File: src/hdl/ssd_pkg.sv
// Shared types, constants and segment code helpers for the seven-segment scan driver.
// No dependencies; used by every module in hdl/.
package ssd_pkg;

    localparam int MAX_DIGITS_DEF = 8;
    localparam int MAG_W          = 32;
    localparam int BCD_DIGITS     = 10;   // enough for 4294967295
    localparam int CNT_W          = $clog2(MAG_W);

    localparam logic [7:0] BLANK_CODE = 8'hFF;
    localparam logic [7:0] MINUS_CODE = 8'hBF;
    localparam logic [7:0] POINT_MASK = 8'h7F;
    localparam logic [7:0] POINT_BIT  = 8'h80;
    localparam logic [7:0] SEL_OFF_CA = 8'h00;
    localparam logic [7:0] SEL_OFF_CC = 8'hFF;

    typedef enum logic [2:0] {
        K_NUMBER = 3'd0,
        K_HEX    = 3'd1,
        K_SYMBOL = 3'd2,
        K_BLANK  = 3'd3,
        K_TICK   = 3'd4
    } t_kind;

    typedef enum logic [1:0] {
        CFG_CATHODE = 2'd0,
        CFG_COUNT   = 2'd1,
        CFG_ON      = 2'd2,
        CFG_OFF     = 2'd3
    } t_cfg_idx;

    typedef enum logic {
        SYM_MINUS = 1'b0,
        SYM_POINT = 1'b1
    } t_sym;

    typedef logic [BCD_DIGITS-1:0][3:0] t_bcd;

    typedef struct packed {
        logic clear;
        logic shift;
        logic bit_in;
    } t_chain_ctl;

    typedef struct packed {
        logic [2:0] index;
        logic       blank;
    } t_scan;

    function automatic logic [7:0] hex_code(input logic [3:0] v);
        logic [7:0] c;
        case (v)
            4'h0: c = 8'hC0;
            4'h1: c = 8'hF9;
            4'h2: c = 8'hA4;
            4'h3: c = 8'hB0;
            4'h4: c = 8'h99;
            4'h5: c = 8'h92;
            4'h6: c = 8'h82;
            4'h7: c = 8'hF8;
            4'h8: c = 8'h80;
            4'h9: c = 8'h90;
            4'hA: c = 8'h88;
            4'hB: c = 8'h83;
            4'hC: c = 8'hC6;
            4'hD: c = 8'hA1;
            4'hE: c = 8'h86;
            4'hF: c = 8'h8E;
            default: c = BLANK_CODE;
        endcase
        return c;
    endfunction

    // anode codes are active low; cathode mode drives the complement
    function automatic logic [7:0] for_mode(input logic cathode, input logic [7:0] code);
        return cathode ? ~code : code;
    endfunction

endpackage

File: src/hdl/ssd_bcd_cell.sv
// One BCD digit of the binary-to-decimal shift chain (shift and add-3).
// Depends on ssd_pkg.
module ssd_bcd_cell
    import ssd_pkg::*;
(
    input  logic       i_clk,
    input  logic       i_clear,
    input  logic       i_shift,
    input  logic       i_bit,
    output logic [3:0] o_digit,
    output logic       o_carry
);

    logic [3:0] r_digit;
    logic [3:0] n_digit;
    logic [3:0] w_adj;

    assign w_adj   = (r_digit >= 4'd5) ? r_digit + 4'd3 : r_digit;
    assign o_carry = w_adj[3];
    assign o_digit = r_digit;

    always_comb begin
        n_digit = r_digit;
        if (i_clear) begin
            n_digit = 4'd0;
        end else if (i_shift) begin
            n_digit = {w_adj[2:0], i_bit};
        end
    end

    always_ff @(posedge i_clk) begin
        r_digit <= n_digit;
    end

endmodule

File: src/hdl/ssd_bcd_chain.sv
// Row of BCD cells; each shift cycle a magnitude bit enters cell 0, carries go left.
// Depends on ssd_pkg and ssd_bcd_cell.
module ssd_bcd_chain
    import ssd_pkg::*;
(
    input  logic       i_clk,
    input  t_chain_ctl i_ctl,
    output t_bcd       o_digits,
    output logic       o_overflow
);

    logic [BCD_DIGITS-1:0] w_carry;

    for (genvar k = 0; k < BCD_DIGITS; k++) begin : g_cell
        logic w_in;
        if (k == 0) begin : g_first
            assign w_in = i_ctl.bit_in;
        end else begin : g_next
            assign w_in = w_carry[k-1];
        end
        ssd_bcd_cell u_cell (
            .i_clk   (i_clk),
            .i_clear (i_ctl.clear),
            .i_shift (i_ctl.shift),
            .i_bit   (w_in),
            .o_digit (o_digits[k]),
            .o_carry (w_carry[k])
        );
    end

    // a carry out of the top digit would mean a lost decimal digit
    assign o_overflow = w_carry[BCD_DIGITS-1];

endmodule

File: src/hdl/ssd_scan.sv
// Scan timer: lit and blank phases per digit, advancing the scanned digit index.
// Depends on ssd_pkg.
module ssd_scan
    import ssd_pkg::*;
(
    input  logic        i_clk,
    input  logic        i_rst_n,
    input  logic        i_tick,
    input  logic [15:0] i_on_ticks,
    input  logic [15:0] i_off_ticks,
    input  logic [3:0]  i_used,
    output t_scan       o_scan
);

    logic [2:0]  r_index;
    logic [15:0] r_phase;
    logic        r_blank;
    logic [2:0]  n_index;
    logic [15:0] n_phase;
    logic        n_blank;
    logic [15:0] w_cnt;
    logic [15:0] w_on_len;
    logic [3:0]  w_next;
    logic [2:0]  w_adv;

    assign w_cnt    = r_phase + 16'd1;
    assign w_on_len = (i_on_ticks == 16'd0) ? 16'd1 : i_on_ticks;
    assign w_next   = {1'b0, r_index} + 4'd1;
    assign w_adv    = (w_next >= i_used) ? 3'd0 : w_next[2:0];

    always_comb begin
        n_index = r_index;
        n_phase = r_phase;
        n_blank = r_blank;
        if (i_tick) begin
            n_phase = w_cnt;
            if (!r_blank) begin
                if (w_cnt >= w_on_len) begin
                    n_phase = 16'd0;
                    if (i_off_ticks != 16'd0) begin
                        n_blank = 1'b1;
                    end else begin
                        n_index = w_adv;
                    end
                end
            end else if (w_cnt >= i_off_ticks) begin
                n_phase = 16'd0;
                n_blank = 1'b0;
                n_index = w_adv;
            end
        end
    end

    always_ff @(posedge i_clk) begin
        if (!i_rst_n) begin
            r_index <= 3'd0;
            r_phase <= 16'd0;
            r_blank <= 1'b0;
        end else begin
            r_index <= n_index;
            r_phase <= n_phase;
            r_blank <= n_blank;
        end
    end

    assign o_scan.index = r_index;
    assign o_scan.blank = r_blank;

endmodule

File: src/hdl/seven_segment_scan_driver_top.sv
// Multiplexed seven-segment driver. Each request gives one result: the segment byte and
// digit enables driven after it. A number goes through the BCD shift chain, one magnitude
// bit per cycle, then the load state writes the digit codes and marks the result pending.
// Every other request marks its result pending when it is taken. A pending result is
// registered onto the outputs once the output is not stalled. The input stalls from a
// request until its result has been registered, so only one request is ever being processed.
// Configuration writes are always ready.
module seven_segment_scan_driver_top
    import ssd_pkg::*;
#(
    parameter int MAX_DIGITS = MAX_DIGITS_DEF
) (
    input  logic        i_clk,
    input  logic        i_rst_n,
    input  logic        i_in_valid,
    output logic        o_in_stall,
    input  logic [2:0]  i_kind,
    input  logic signed [31:0] i_number,
    input  logic [2:0]  i_position,
    input  logic [3:0]  i_hex_value,
    input  logic        i_with_point,
    input  logic        i_symbol_code,
    output logic        o_out_valid,
    input  logic        i_out_stall,
    output logic [7:0]  o_segment_byte,
    output logic [7:0]  o_digit_select,
    input  logic        i_cfg_valid,
    output logic        o_cfg_ready,
    input  logic [1:0]  i_cfg_index,
    input  logic [15:0] i_cfg_data
);

    localparam int IDX_W = (MAX_DIGITS > 1) ? $clog2(MAX_DIGITS) : 1;

    typedef enum logic [2:0] {
        S_IDLE = 3'b001,
        S_CONV = 3'b010,
        S_LOAD = 3'b100
    } t_state;

    t_state      r_state, n_state;
    logic        r_cathode;
    logic [3:0]  r_digit_count;
    logic [15:0] r_on_ticks;
    logic [15:0] r_off_ticks;
    logic [7:0]  r_codes [MAX_DIGITS];
    logic [7:0]  n_codes [MAX_DIGITS];
    logic [MAG_W-1:0] r_mag;
    logic        r_neg;
    logic [CNT_W-1:0] r_bit_cnt;
    logic        r_pend;
    logic        r_out_valid;
    logic [7:0]  r_seg;
    logic [7:0]  r_sel;

    logic        w_in_acc;
    logic        w_cfg_acc;
    logic [3:0]  w_used;
    logic [3:0]  w_len;
    logic [MAG_W-1:0] w_bits;
    logic [MAG_W-1:0] w_abs;
    t_chain_ctl  w_ctl;
    t_bcd        w_digits;
    logic        w_ovf;
    t_scan       w_scan;
    logic        w_take;
    logic [7:0]  w_seg;
    logic [7:0]  w_sel;

    assign o_cfg_ready = 1'b1;
    assign w_cfg_acc   = i_cfg_valid;
    assign o_in_stall  = (r_state != S_IDLE) || r_pend;
    assign w_in_acc    = i_in_valid && !o_in_stall;

    assign w_used = (r_digit_count == 4'd0) ? 4'd1 :
                    (r_digit_count > 4'(MAX_DIGITS)) ? 4'(MAX_DIGITS) : r_digit_count;

    assign w_bits = i_number;
    assign w_abs  = i_number[31] ? (32'd0 - w_bits) : w_bits;

    assign w_ctl.clear  = w_in_acc && (i_kind == K_NUMBER);
    assign w_ctl.shift  = (r_state == S_CONV);
    assign w_ctl.bit_in = r_mag[MAG_W-1];

    ssd_bcd_chain u_chain (
        .i_clk      (i_clk),
        .i_ctl      (w_ctl),
        .o_digits   (w_digits),
        .o_overflow (w_ovf)
    );

    ssd_scan u_scan (
        .i_clk       (i_clk),
        .i_rst_n     (i_rst_n),
        .i_tick      (w_in_acc && (i_kind == K_TICK)),
        .i_on_ticks  (r_on_ticks),
        .i_off_ticks (r_off_ticks),
        .i_used      (w_used),
        .o_scan      (w_scan)
    );

    // number of significant decimal digits, at least one
    always_comb begin
        w_len = 4'd1;
        for (int k = 0; k < BCD_DIGITS; k++) begin
            if (w_digits[k] != 4'd0) begin
                w_len = 4'(k + 1);
            end
        end
    end

    always_comb begin
        n_state = r_state;
        case (r_state)
            S_IDLE: if (w_in_acc && i_kind == K_NUMBER) n_state = S_CONV;
            S_CONV: if (r_bit_cnt == CNT_W'(MAG_W - 1)) n_state = S_LOAD;
            S_LOAD: n_state = S_IDLE;
            default: n_state = S_IDLE;
        endcase
    end

    always_comb begin
        for (int i = 0; i < MAX_DIGITS; i++) begin
            n_codes[i] = r_codes[i];
            if (r_state == S_LOAD && 4'(i) < w_used) begin
                if (4'(i) >= w_len) begin
                    n_codes[i] = for_mode(r_cathode, BLANK_CODE);
                end else begin
                    n_codes[i] = for_mode(r_cathode, hex_code(w_digits[i]));
                end
                if (r_neg && w_len < w_used && w_len == 4'(i)) begin
                    n_codes[i] = for_mode(r_cathode, MINUS_CODE);
                end
            end else if (w_in_acc && i_position == 3'(i)) begin
                case (i_kind)
                    K_HEX: begin
                        n_codes[i] = for_mode(r_cathode, i_with_point ?
                            (hex_code(i_hex_value) & POINT_MASK) : hex_code(i_hex_value));
                    end
                    K_SYMBOL: begin
                        if (!i_symbol_code) begin
                            n_codes[i] = for_mode(r_cathode, MINUS_CODE);
                        end else if (r_cathode) begin
                            n_codes[i] = r_codes[i] | POINT_BIT;
                        end else begin
                            n_codes[i] = r_codes[i] & POINT_MASK;
                        end
                    end
                    K_BLANK: n_codes[i] = for_mode(r_cathode, BLANK_CODE);
                    default: n_codes[i] = r_codes[i];
                endcase
            end
        end
    end

    assign w_seg  = r_codes[w_scan.index[IDX_W-1:0]];
    assign w_sel  = w_scan.blank ? (r_cathode ? SEL_OFF_CC : SEL_OFF_CA)
                                 : for_mode(r_cathode, 8'd1 << w_scan.index);
    assign w_take = r_pend && (!r_out_valid || !i_out_stall);

    always_ff @(posedge i_clk) begin
        if (!i_rst_n) begin
            r_state       <= S_IDLE;
            r_cathode     <= 1'b0;
            r_digit_count <= 4'd8;
            r_on_ticks    <= 16'd1000;
            r_off_ticks   <= 16'd0;
            r_bit_cnt     <= '0;
            r_pend        <= 1'b0;
            r_out_valid   <= 1'b0;
            for (int i = 0; i < MAX_DIGITS; i++) begin
                r_codes[i] <= BLANK_CODE;
            end
        end else begin
            r_state <= n_state;
            for (int i = 0; i < MAX_DIGITS; i++) begin
                r_codes[i] <= n_codes[i];
            end
            if (w_cfg_acc) begin
                case (i_cfg_index)
                    CFG_CATHODE: r_cathode     <= i_cfg_data[0];
                    CFG_COUNT:   r_digit_count <= i_cfg_data[3:0];
                    CFG_ON:      r_on_ticks    <= i_cfg_data;
                    CFG_OFF:     r_off_ticks   <= i_cfg_data;
                    default:     r_cathode     <= r_cathode;
                endcase
            end
            if (r_state == S_CONV) begin
                r_bit_cnt <= r_bit_cnt + CNT_W'(1);
            end else begin
                r_bit_cnt <= '0;
            end
            if ((w_in_acc && i_kind != K_NUMBER) || r_state == S_LOAD) begin
                r_pend <= 1'b1;
            end else if (w_take) begin
                r_pend <= 1'b0;
            end
            if (w_take) begin
                r_out_valid <= 1'b1;
            end else if (!i_out_stall) begin
                r_out_valid <= 1'b0;
            end
        end
    end

    // payload registers
    always_ff @(posedge i_clk) begin
        if (w_in_acc && i_kind == K_NUMBER) begin
            r_mag <= w_abs;
            r_neg <= i_number[31];
        end else if (r_state == S_CONV) begin
            r_mag <= {r_mag[MAG_W-2:0], 1'b0};
        end
        if (w_take) begin
            r_seg <= w_seg;
            r_sel <= w_sel;
        end
    end

    assign o_out_valid    = r_out_valid;
    assign o_segment_byte = r_seg;
    assign o_digit_select = r_sel;

    a_no_bcd_overflow: assert property (@(posedge i_clk) disable iff (!i_rst_n)
        w_ctl.shift |-> !w_ovf)
        else $error("BCD chain lost a digit");

    a_busy_stalls: assert property (@(posedge i_clk) disable iff (!i_rst_n)
        (r_state != S_IDLE) |-> o_in_stall)
        else $error("request accepted during conversion");

    a_update_pends: assert property (@(posedge i_clk) disable iff (!i_rst_n)
        (w_in_acc && i_kind != K_NUMBER) |=> r_pend)
        else $error("update request gave no result");

    a_conv_ends: assert property (@(posedge i_clk) disable iff (!i_rst_n)
        (r_state == S_CONV && r_bit_cnt == CNT_W'(MAG_W - 1)) |=> (r_state == S_LOAD))
        else $error("conversion did not end after the last bit");

    a_load_pends: assert property (@(posedge i_clk) disable iff (!i_rst_n)
        (r_state == S_LOAD) |=> (r_pend && r_state == S_IDLE))
        else $error("number load gave no result");

endmodule
File: config.mk
export PLATFORM = sky130hd
export DESIGN_NAME = seven_segment_scan_driver_top
export DESIGN_NICKNAME = d
export VERILOG_FILES = /design/src/hdl/ssd_pkg.sv /design/src/hdl/ssd_bcd_cell.sv /design/src/hdl/ssd_bcd_chain.sv /design/src/hdl/ssd_scan.sv /design/src/hdl/seven_segment_scan_driver_top.sv
export SDC_FILE = /design/constraint.sdc
export NUM_CORES = 1
export LEC_CHECK = 0
export BUFFER_PORTS_ARGS = -buffer_cell sky130_fd_sc_hd__buf_4
export CAP_MARGIN = 20
export CORE_MARGIN = 3
export CORE_UTILIZATION = 55
export CTS_CLUSTER_SIZE = 24
export DETAILED_ROUTE_END_ITERATION = 7
export GPL_TIMING_DRIVEN = 0
export PLACE_DENSITY_LB_ADDON = 0.2
export SYNTH_ARGS = -nofsm -noshare
export SYNTH_HDL_FRONTEND = slang
export SYNTH_SLANG_ARGS = --single-unit
File: constraint.sdc
create_clock -name i_clk -period 4.8 [get_ports i_clk]
set_input_delay 0.72 -clock i_clk [delete_from_list [all_inputs] [get_ports i_clk]]
set_output_delay 0.72 -clock i_clk [all_outputs]
set_load 0.05 [all_outputs]
[After elaboration in Yosys (flattened, before gate mapping)]
Memories as Yosys holds them, arrays and structs flattened. A register that Yosys moved wholly into a read port is not among the register bits.
Index checks and enable logic that the tools add are counted.
Cells by class
  multiplexer cells: 227
  shift operators: 1
  $add $sub $neg: 14
  equality and inequality tests: 79
  magnitude comparators: 31
  reductions and logical operators: 79
  bitwise logic cells: 33
Operators by type and width (count)
  $mux 8: 117
  $mux 7: 32
  $pmux 8 s3: 8
  $ne 5x5->1 const B: 32
  $not 8->8: 17
  $mux 4: 30
  $mux 32: 3
  $mux 16: 4
  $ge 4x3->1 const B: 10
  $reduce_and 5->1: 8
  $add 4x2->4 const B: 9
  $mux 3: 12
  $ne 2x2->1 const B: 18
  $reduce_bool 4->1: 9
  $ge 16x16->1: 2
  $sub 1x32->32 const A: 1
  $logic_and 1x1->1: 30
  $reduce_and 3->1: 8
  $eq 3x3->1 const B: 6
  $mux 1: 18
  $add 16x1->16 const B: 1
  $eq 4x3->1 const B: 4
  $ge 3x4->1 const A: 4
  $logic_not 16->1: 1
  34 further kinds: 80
Word-level totals
  RAM bits: 64
  bits in registers: 148
  memory bits (read-only): 2688
  memories: 25
  bits of input ports: 67
Memory list
  (no name shown): words 16, width 7, read ports 1, clocked after memory_dff 1, wr ports 0, line ssd_pkg.sv:52  | case (v)
  (no name shown): words 16, width 7, read ports 1, clocked after memory_dff 0, wr ports 0, line ssd_pkg.sv:52
  (no name shown): words 16, width 7, read ports 1, clocked after memory_dff 0, wr ports 0, line ssd_pkg.sv:52
  (no name shown): words 16, width 7, read ports 1, clocked after memory_dff 1, wr ports 0, line ssd_pkg.sv:52
  (no name shown): words 16, width 7, read ports 1, clocked after memory_dff 0, wr ports 0, line ssd_pkg.sv:52
  (no name shown): words 16, width 7, read ports 1, clocked after memory_dff 0, wr ports 0, line ssd_pkg.sv:52
  +19 memories

[Logic depth before layout (Yosys ltp)]
Gate-level depths: netlist of the first run.
  depth in word-level cells: 19
  gate-level depth with buffers: 15
  mapped depth without buffers: 15

[Modules after synthesis]
Synthesis of the first run repeated with hierarchy kept, for this count alone.
Second synthesis, totals
  cells, all modules: 1863
  area total of the unflattened synthesis: 16525.8 um^2
Modules (own cells, without submodules)
  seven_segment_scan_driver_top: area an instance 11725.0 um^2, sequential area each 4334.2 um^2, cells each 1278, times used 1
  ssd_bcd_cell: area an instance 260.2 um^2, sequential area each 80.1 um^2, cells each 31, times used 10
  ssd_scan: area an instance 2198.4 um^2, sequential area each 400.4 um^2, cells each 275, times used 1

[Worst setup path before layout of the first run]
Ideal clock, no wire load.
  path kind: flip-flop to flip-flop
  start: register u_scan.r_phase[2]
  end: register u_scan.r_phase[10]
  buffers on the path: 2
  setup time: 0.076 ns
  arrival: 3.491 ns
  required time: 4.724 ns
  cell stages (with the launch flop): 15
  slack: 1.234 ns
  cells stage by stage: dfxtp_1 clkbuf_1 nand4_1 nor4_1 nand3_1 xnor2_1 ha_1 a21oi_1 nor2b_1 o21ai_0 nand3b_1 a211oi_1 clkbuf_1 o211ai_1 a21boi_0
On the way
  cells in the longest elaborated chain, start to end: 4
RTL lines
  start: declaration: line ssd_scan.sv:16  | logic [15:0] r_phase;
  start signal: assignment: line ssd_scan.sv:61  | r_phase <= n_phase;
  $add 16x1->16 *: line ssd_scan.sv:26  | assign w_cnt = r_phase + 16'd1;
  $ge 16x16->1 (on tied branches): line ssd_scan.sv:38, ssd_scan.sv:46
  $mux 16 (on tied branches): line ssd_scan.sv:38, ssd_scan.sv:46
  $mux 16 *: line ssd_scan.sv:37  | if (!r_blank) begin
Mark *: on every way between the ends. The rest lies on a longest branch, timed or not.
A chain may end at the register's enable or synchronous reset.

==> metrics.md, run 1 <==
| Metric | Value |
|---|---|
| Total grt overflow | 0 |
| Startpoint types | register |
| Int Power | 4.70 mW |
| Cell Area, Synth | 17100 um^2 |
| Via count | 14700 |
| Synth-to-Final Area Change | 13.3% |
| Die Wd | 182 um |
| Crit. path cell count | 12 |
| Core Util, Final | 0.642 |
| Leakage | 7.19 nW |
| RSZ-0062 raised after global routing | false |
| Period utilization | 0.903 |
| NetSw | 1.92 mW |
| Vias/cell | 5.99 |
| CORE AREA | 30100 um^2 |
| NumNets Final | 2228 |
| Critical path origin | r_pend |
| Placed instance area | 18200 um^2 |
| Netlist cell types | 71 |
| CTS tree | yes |
| Count of input and output buffers | 82 |
| Endpoints failing hold | 0 |
| Fmax | 231 MHz |
| Status | finished clean |
| Worst EP arrival | 4.76 ns |
| Vias in the first global route | 13800 |
| Cells after Synth | 1914 |
| Total chip power | 6.62 mW |
| Cell mode on critical path | buf_2 |
| CTS Hold Bufs | 0 |
| Max_cap viols | 0 |
| Final ANT Viol Nets | 0 |
| Worst-Skew Late Latency | 0.57 ns |
| Crit. End Element | register |
| IO Pins | 86 |
| Final setup vio count | 0 |
| Crit Path Max Fanout | 10 |
| Post-route cell area | 19300 um^2 |
| Max Slew Vio Count | 0 |
| Power density of the placed cells | 343 nW/um^2 |
| Ys Warns | 0 |
| Synth Flop Type | dfxtp_1 |
| Kind of critical path | register to register |
| DR iter-0 viols | 1313 |
| CTS Sinks | 276 |
| FF-to-FF path depth | 12 |
| Routed length per instance | 18.5 um |
| Max H-tree Level | 1 |
| CP max stage delay | 0.92 ns |
| Crit Reg-Reg Startpoint | r_pend |
| Clk_skew | 0.0173 ns |
| Drt drc | 0 |
| Post-synth EDFFs | 113 |
| Post-Syn Area per Cell | 8.92 um^2 |
| ANT cells | 0 |
| Hold Path Class | primary input to register |
| Pin count of the biggest net entering global routing | 19 |
| GR Util All Layers | 0.266 |
| Flop-to-flop setup slack | 0.46 ns |
| Initial antenna violation count | 0 |
| Seq/Total Area, Yosys | 0.390 |
| Routability cong. | 0.936 |
| Worst slew pin tran | 1.04 ns |
| Synth Register Bits | 276 |
| Ys async rst share | 0 |
| Worst path cell trace | nor4b_1, and2_0, nand2_1, clkinv_1, buf_2, buf_2, buf_2, a21oi_1, ha_1, nor2b_1, a21oi_1, o22ai_1 |
| Layout cells sized above 1 | 0.102 |
| Comb pwr share | 0.210 |
| FP Rows | 63 |
| Clock Path Buffers | 3 |
| First-pass GRT wire length | 72600 um |
| Worst-path clk slew | 0.06 ns |
| Sw Share | 0.290 |
| Worst hold slack | 0.387 ns |
| Routed WL | 45300 um |
| Dpl hpwl | 34700 um |
| CTS Root Cell | clkbuf_16 |
| VDD IR max | 0.000302 V |
| Slew HR | 0.299 |
| Critical path's top delay family | simple AND/OR/NAND/NOR gates |
| Final critical-path required period | 4.34 ns |
| Starting density of the core | 0.567 |
| Clock power frac | 0.384 |
| Slowest stage cell, crit path | nor4b_1 |
| Seq pwr share | 0.407 |
| Num CTS Buffers | 30 |
| Die area | 33200 um^2 |
| Worst path buffer plus inverter count | 4 |
| Post-route setup TNS | 0 ns |
| Post-CTS Setup Inserts | 0 |
| Pre-antenna DRT Iters | 5 |
| Data required time of the critical path | 5.22 ns |
| Syn nets | 2109 |
| Die Y | 182 um |
## cells in the mapped netlist (8+ instances only)
cell type	count	area, um^2
inv_1	102	383
nand3b_1	15	113
nor4_1	12	75.1
or3b_2	8	70.1
or2_2	10	62.6
nand2_1	259	972
nor2_1	89	334
mux2i_1	25	250
or3_1	37	231
nand2b_1	35	219
o21ai_0	136	681
nor2b_1	27	169
o211ai_1	75	563
buf_2	13	65.1
nand3_1	71	355
o22ai_1	36	225
a21oi_1	113	566
nor3_1	15	75.1
buf_1	11	41.3
a32o_1	8	80.1
xor2_1	50	438
edfxtp_1	113	3390
nand4_1	9	56.3
dfxtp_1	163	3260
xnor2_1	52	455
o221a_2	8	90.1
and3_1	12	75.1
a21boi_0	43	323
o31ai_1	10	75.1
clkbuf_1	91	342
o32ai_1	20	175
ha_1	128	1600
mux4_2	17	383
## worst reg2reg max path, delay by kind of cell (launching register included)
kind	cells	cell delay, ns
AO/OA/AOI/OAI	3	0.46
adder cells (fa/ha/maj)	1	0.27
buffers and inverters	4	1.38
flip-flops	1	0.37
AND/OR/NAND/NOR	4	1.73
## per-stage QoR
stage | worst slack [ns] | cells
floorplan | 1.23 | 1914
global placement | 0.286 | 2386
detailed placement | 0.189 | 2389
CTS | 0.0266 | 2445
global route | 0.132 | 2447
finish | 0.464 | 2447
## per-layer routing
metal  wire length, um  vias to the layer above  global-route usage
li1                  -                     7125                   -
met1             19900                     6866               0.370
met2             21000                      569               0.443
met3              3200                       90              0.0311
met4              1180                        0              0.0683
met5                 0                        -                   0
## area by class of cell
type	instances	area [um^2]
fill	2467	10800
multi-input combinational	1417	9570
sequential	276	6660
clock buffer	41	898
timing repair buffer	87	666
tap	390	488
buffer	116	457
inverter	105	394
clock inverter	15	204
## kinds of logic (layout without fill, tap and decap cells)
| logic type | count (synthesis) | after routing | share of synthesized area |
|---|---|---|---|
| flip-flops | 276 | 276 | 0.390 |
| other | 1 | 1 | 0.000220 |
| adder cells (fa/ha/maj) | 128 | 128 | 0.0938 |
| buffers and inverters | 221 | 364 | 0.0498 |
| AO/OA/AOI/OAI | 507 | 507 | 0.192 |
| XOR/XNOR | 102 | 102 | 0.0524 |
| AND/OR/NAND/NOR | 630 | 630 | 0.180 |
| multiplexers | 49 | 49 | 0.0417 |
## worst min-delay path by stage
| stage | from | endpoint | slack [ns] | cells past startpoint |
|---|---|---|---|---|
| 5_1_grt | i_number[31] | r_neg | 0.37 | 1 |
| 3_5_place_dp | r_bit_cnt[0] | r_bit_cnt[0] | 0.44 | 1 |
| 3_3_place_gp | r_bit_cnt[0] | r_bit_cnt[0] | 0.43 | 1 |
| 4_1_cts | i_number[31] | r_neg | 0.37 | 1 |
| 6_report | i_number[31] | r_neg | 0.39 | 1 |
| 2_1_floorplan | r_bit_cnt[0] | r_bit_cnt[0] | 0.42 | 1 |
## power by group through the flow
stage                     Clock (mW)  Sequential, mW  Combinational [mW]
after floorplan                    0            2.71               0.981
after global placement             0            2.73                1.32
after detailed placement           0            2.74                1.36
after CTS                       2.57            2.69                1.37
after global routing            2.67            2.70                1.54
final                           2.54            2.69                1.39
## cells in the final DEF, fill, tap and decap left out, types with 8 or more instances in the layout
cell type | netlist | layout
o21ai_0 | 136 | 136
and3_1 | 12 | 12
or3b_2 | 8 | 8
clkbuf_1 | 91 | 94
ha_1 | 128 | 128
inv_1 | 102 | 102
mux4_2 | 17 | 17
o211ai_1 | 75 | 75
a32o_1 | 8 | 8
clkbuf_16 | 0 | 34
nand4_1 | 9 | 9
o22ai_1 | 36 | 36
nor2_1 | 89 | 89
nand3_1 | 71 | 71
nand3b_1 | 15 | 15
o221a_2 | 8 | 8
nand2_1 | 259 | 259
nor3_1 | 15 | 15
nand2b_1 | 35 | 35
xor2_1 | 50 | 50
edfxtp_1 | 113 | 113
buf_1 | 11 | 11
mux2i_1 | 25 | 25
xnor2_1 | 52 | 52
or3_1 | 37 | 37
or2_2 | 10 | 10
a21boi_0 | 43 | 42
buf_2 | 13 | 16
a21oi_1 | 113 | 113
dfxtp_1 | 163 | 163
o31ai_1 | 10 | 10
buf_4 | 1 | 84
nor4_1 | 12 | 12
nor2b_1 | 27 | 27
o32ai_1 | 20 | 20
## timing repair
| item | CTS | global route |
|---|---|---|
| setup endpoints to repair | 0 | 10 |
| hold endpoints to repair | 0 | 0 |
| resized for setup | 0 | 3 |
Power figures use the tool's default switching activity.
==> run 2, diff against run 1 <==
Settings changed: TNS_END_PERCENT set to 5.
Clock period 4.8 ns to 3.7 ns, I/O delays scaled along.
==> metrics.md, run 2 (synthesized netlist as in run 1, its figures left out) <==
| Metric | Value |
|---|---|
| Core Util, Final | 0.649 (was 0.642) |
| Hold path start | i_number[31] (unchanged) |
| DR iter-0 viols | 1183 (was 1313) |
| IO Pins | 86 (unchanged) |
| Vias/cell | 5.99 (about the same) |
| Clock Path Buffers | 3 (unchanged) |
| First-pass GRT wire length | 72800 um (was 72600 um) |
| Worst slew pin tran | 0.878 ns (was 1.04 ns) |
| Endpoints failing hold | 0 (unchanged) |
| Routed WL | 45600 um (was 45300 um) |
| Fill cells | 2450 (was 2467) |
| Die area | 33200 um^2 (unchanged) |
| Dpl hpwl | 34700 um (unchanged) |
| Fmax | 278 MHz (was 231 MHz) |
| Crit. End Element | register (unchanged) |
| Drt drc | 0 (unchanged) |
| Worst EP arrival | 4.06 ns (was 4.76 ns) |
| Period utilization | 0.971 (was 0.903) |
| Int Power | 6.12 mW (was 4.70 mW) |
| Most common cell after layout, fill and taps aside | nand2_1 (unchanged) |
| Die Y | 182 um (unchanged) |
| Vias in the first global route | 13800 (about the same) |
| RSZ-0062 raised after global routing | true (was false) |
| FP Rows | 63 (unchanged) |
| VDD IR max | 0.000388 V (was 0.000302 V) |
| Routed length per instance | 18.6 um (was 18.5 um) |
| Crit Reg-Reg Startpoint | r_pend (unchanged) |
| Clk_skew | 0.0138 ns (was 0.0173 ns) |
| Flop-to-flop setup slack | 0.11 ns (was 0.46 ns) |
| Startpoint types | register (unchanged) |
| Critical path origin | r_pend (unchanged) |
| NetSw | 2.51 mW (was 1.92 mW) |
| Non-filler cells, final | 2451 (was 2447) |
| Leakage | 7.29 nW (was 7.19 nW) |
| Total chip power | 8.63 mW (was 6.62 mW) |
| ANT cells | 0 (unchanged) |
| Worst-Skew Late Latency | 0.56 ns (was 0.57 ns) |
| Starting density of the core | 0.567 (unchanged) |
| Count of input and output buffers | 82 (unchanged) |
| NumNets Final | 2232 (was 2228) |
| Status | finished clean (unchanged) |
| CTS Sinks | 276 (unchanged) |
| Power density of the placed cells | 442 nW/um^2 (was 343 nW/um^2) |
| Die Wd | 182 um (unchanged) |
| CORE AREA | 30100 um^2 (unchanged) |
| Max_cap viols | 0 (unchanged) |
| Seq pwr share | 0.405 (was 0.407) |
| Post-route setup TNS | 0 ns (unchanged) |
| Final critical-path required period | 3.59 ns (was 4.34 ns) |
| Hold Path Class | primary input to register (unchanged) |
| Worst hold slack | 0.224 ns (was 0.387 ns) |
| Max H-tree Level | 1 (unchanged) |
| Num CTS Buffers | 30 (unchanged) |
| Total grt overflow | 0 (unchanged) |
| Worst-path clk slew | 0.06 ns (about the same) |
| Pre-antenna DRT Iters | 5 (unchanged) |
| Synth-to-Final Area Change | 14.5% (was 13.3%) |
| CTS Root Cell | clkbuf_16 (unchanged) |
| Kind of critical path | register to register (unchanged) |
| Layout cells sized above 1 | 0.118 (was 0.102) |
| GR Util All Layers | 0.267 (was 0.266) |
| Routability cong. | 0.936 (unchanged) |
| Final ANT Viol Nets | 0 (unchanged) |
| Via count | 14700 (about the same) |
| Pin count of the biggest net entering global routing | 19 (unchanged) |
| Data required time of the critical path | 4.17 ns (was 5.22 ns) |
| Crit Path Max Fanout | 10 (unchanged) |
| Most frequent cells in the layout | 258 x nand2_1, 162 x dfxtp_1, 136 x o21ai_0 (was 259 x nand2_1, 163 x dfxtp_1, 136 x o21ai_0) |
| Sw Share | 0.291 (was 0.290) |
| Clock power frac | 0.382 (was 0.384) |
| Cells after DPL | 2389 (unchanged) |
| Initial antenna violation count | 0 (unchanged) |
| Max Slew Vio Count | 0 (unchanged) |
| Final setup vio count | 0 (unchanged) |
| CTS tree | yes (unchanged) |
| Slew HR | 0.412 (was 0.299) |
| Comb pwr share | 0.213 (was 0.210) |
[run 2: area by class of cell]
| cell class | instances | area (um^2) | area share |
|---|---|---|---|
| Clock buffer | 41 | 898 | 0.0460 |
| Clock inverter | 15 | 204 | 0.0104 |
| Sequential cell | 276 | 6660 | 0.341 |
| Timing Repair Buffer | 91 | 698 | 0.0357 |
| Multi-Input combinational cell | 1417 | 9720 | 0.497 |
| Buffer | 116 | 479 | 0.0245 |
| Tap cell | 390 | 488 | 0.0250 |
| Inverter | 105 | 395 | 0.0202 |
[run 2: final timing paths]
| path | end | cells past startpoint |
|---|---|---|
| worst max-delay path | register | 12 |
| worst min-delay path | r_neg | 1 |
| worst max register to register | register | 12 |
| worst min register to register | r_bit_cnt[0] | 1 |
[run 2: routing by layer]
layer  vias to the layer above  track usage  routed length, um
met5                         -            0                  0
met4                         0       0.0695               1040
met3                        82       0.0319               2940
met2                       536        0.445              21400
met1                      6938        0.371              20300
li1                       7114            -                  -
[run 2: per-stage QoR]
stage               worst slack [ns]  area, um^2
floorplan                      0.134       17100
global placement              -0.814       18200
detailed placement            -0.911       18200
CTS                          -0.0711       19400
global route                 -0.0497       19500
finish                         0.106       19500
[run 2: critical path, cell delays in order (launching register included)]
cell      delay [ns]
dfxtp_1         0.39
nor4b_4         0.46
and2_0          0.33
nand2_2         0.23
clkinv_2        0.25
buf_2           0.30
buf_2           0.35
nor2_1          0.14
inv_1           0.17
ha_1            0.25
nand2_1         0.07
or3b_2          0.45
o21ai_0         0.09
[run 2: power by group through the flow]
stage | combinational, mW | clock (mW) | sequential (mW)
global route | 2.03 | 3.47 | 3.51
global placement | 1.71 | 0 | 3.55
floorplan | 1.27 | 0 | 3.52
detailed placement | 1.76 | 0 | 3.55
finish | 1.84 | 3.30 | 3.50
CTS | 1.78 | 3.33 | 3.49
[run 2: timing repair]
action | in CTS | in global routing
cloned | 0 | 0
pin swaps | 3 | 2
hold buffers | 0 | 0
resized for setup | 20 | 33
setup endpoints to repair | 124 | 50
buffers inserted | 3 | 2
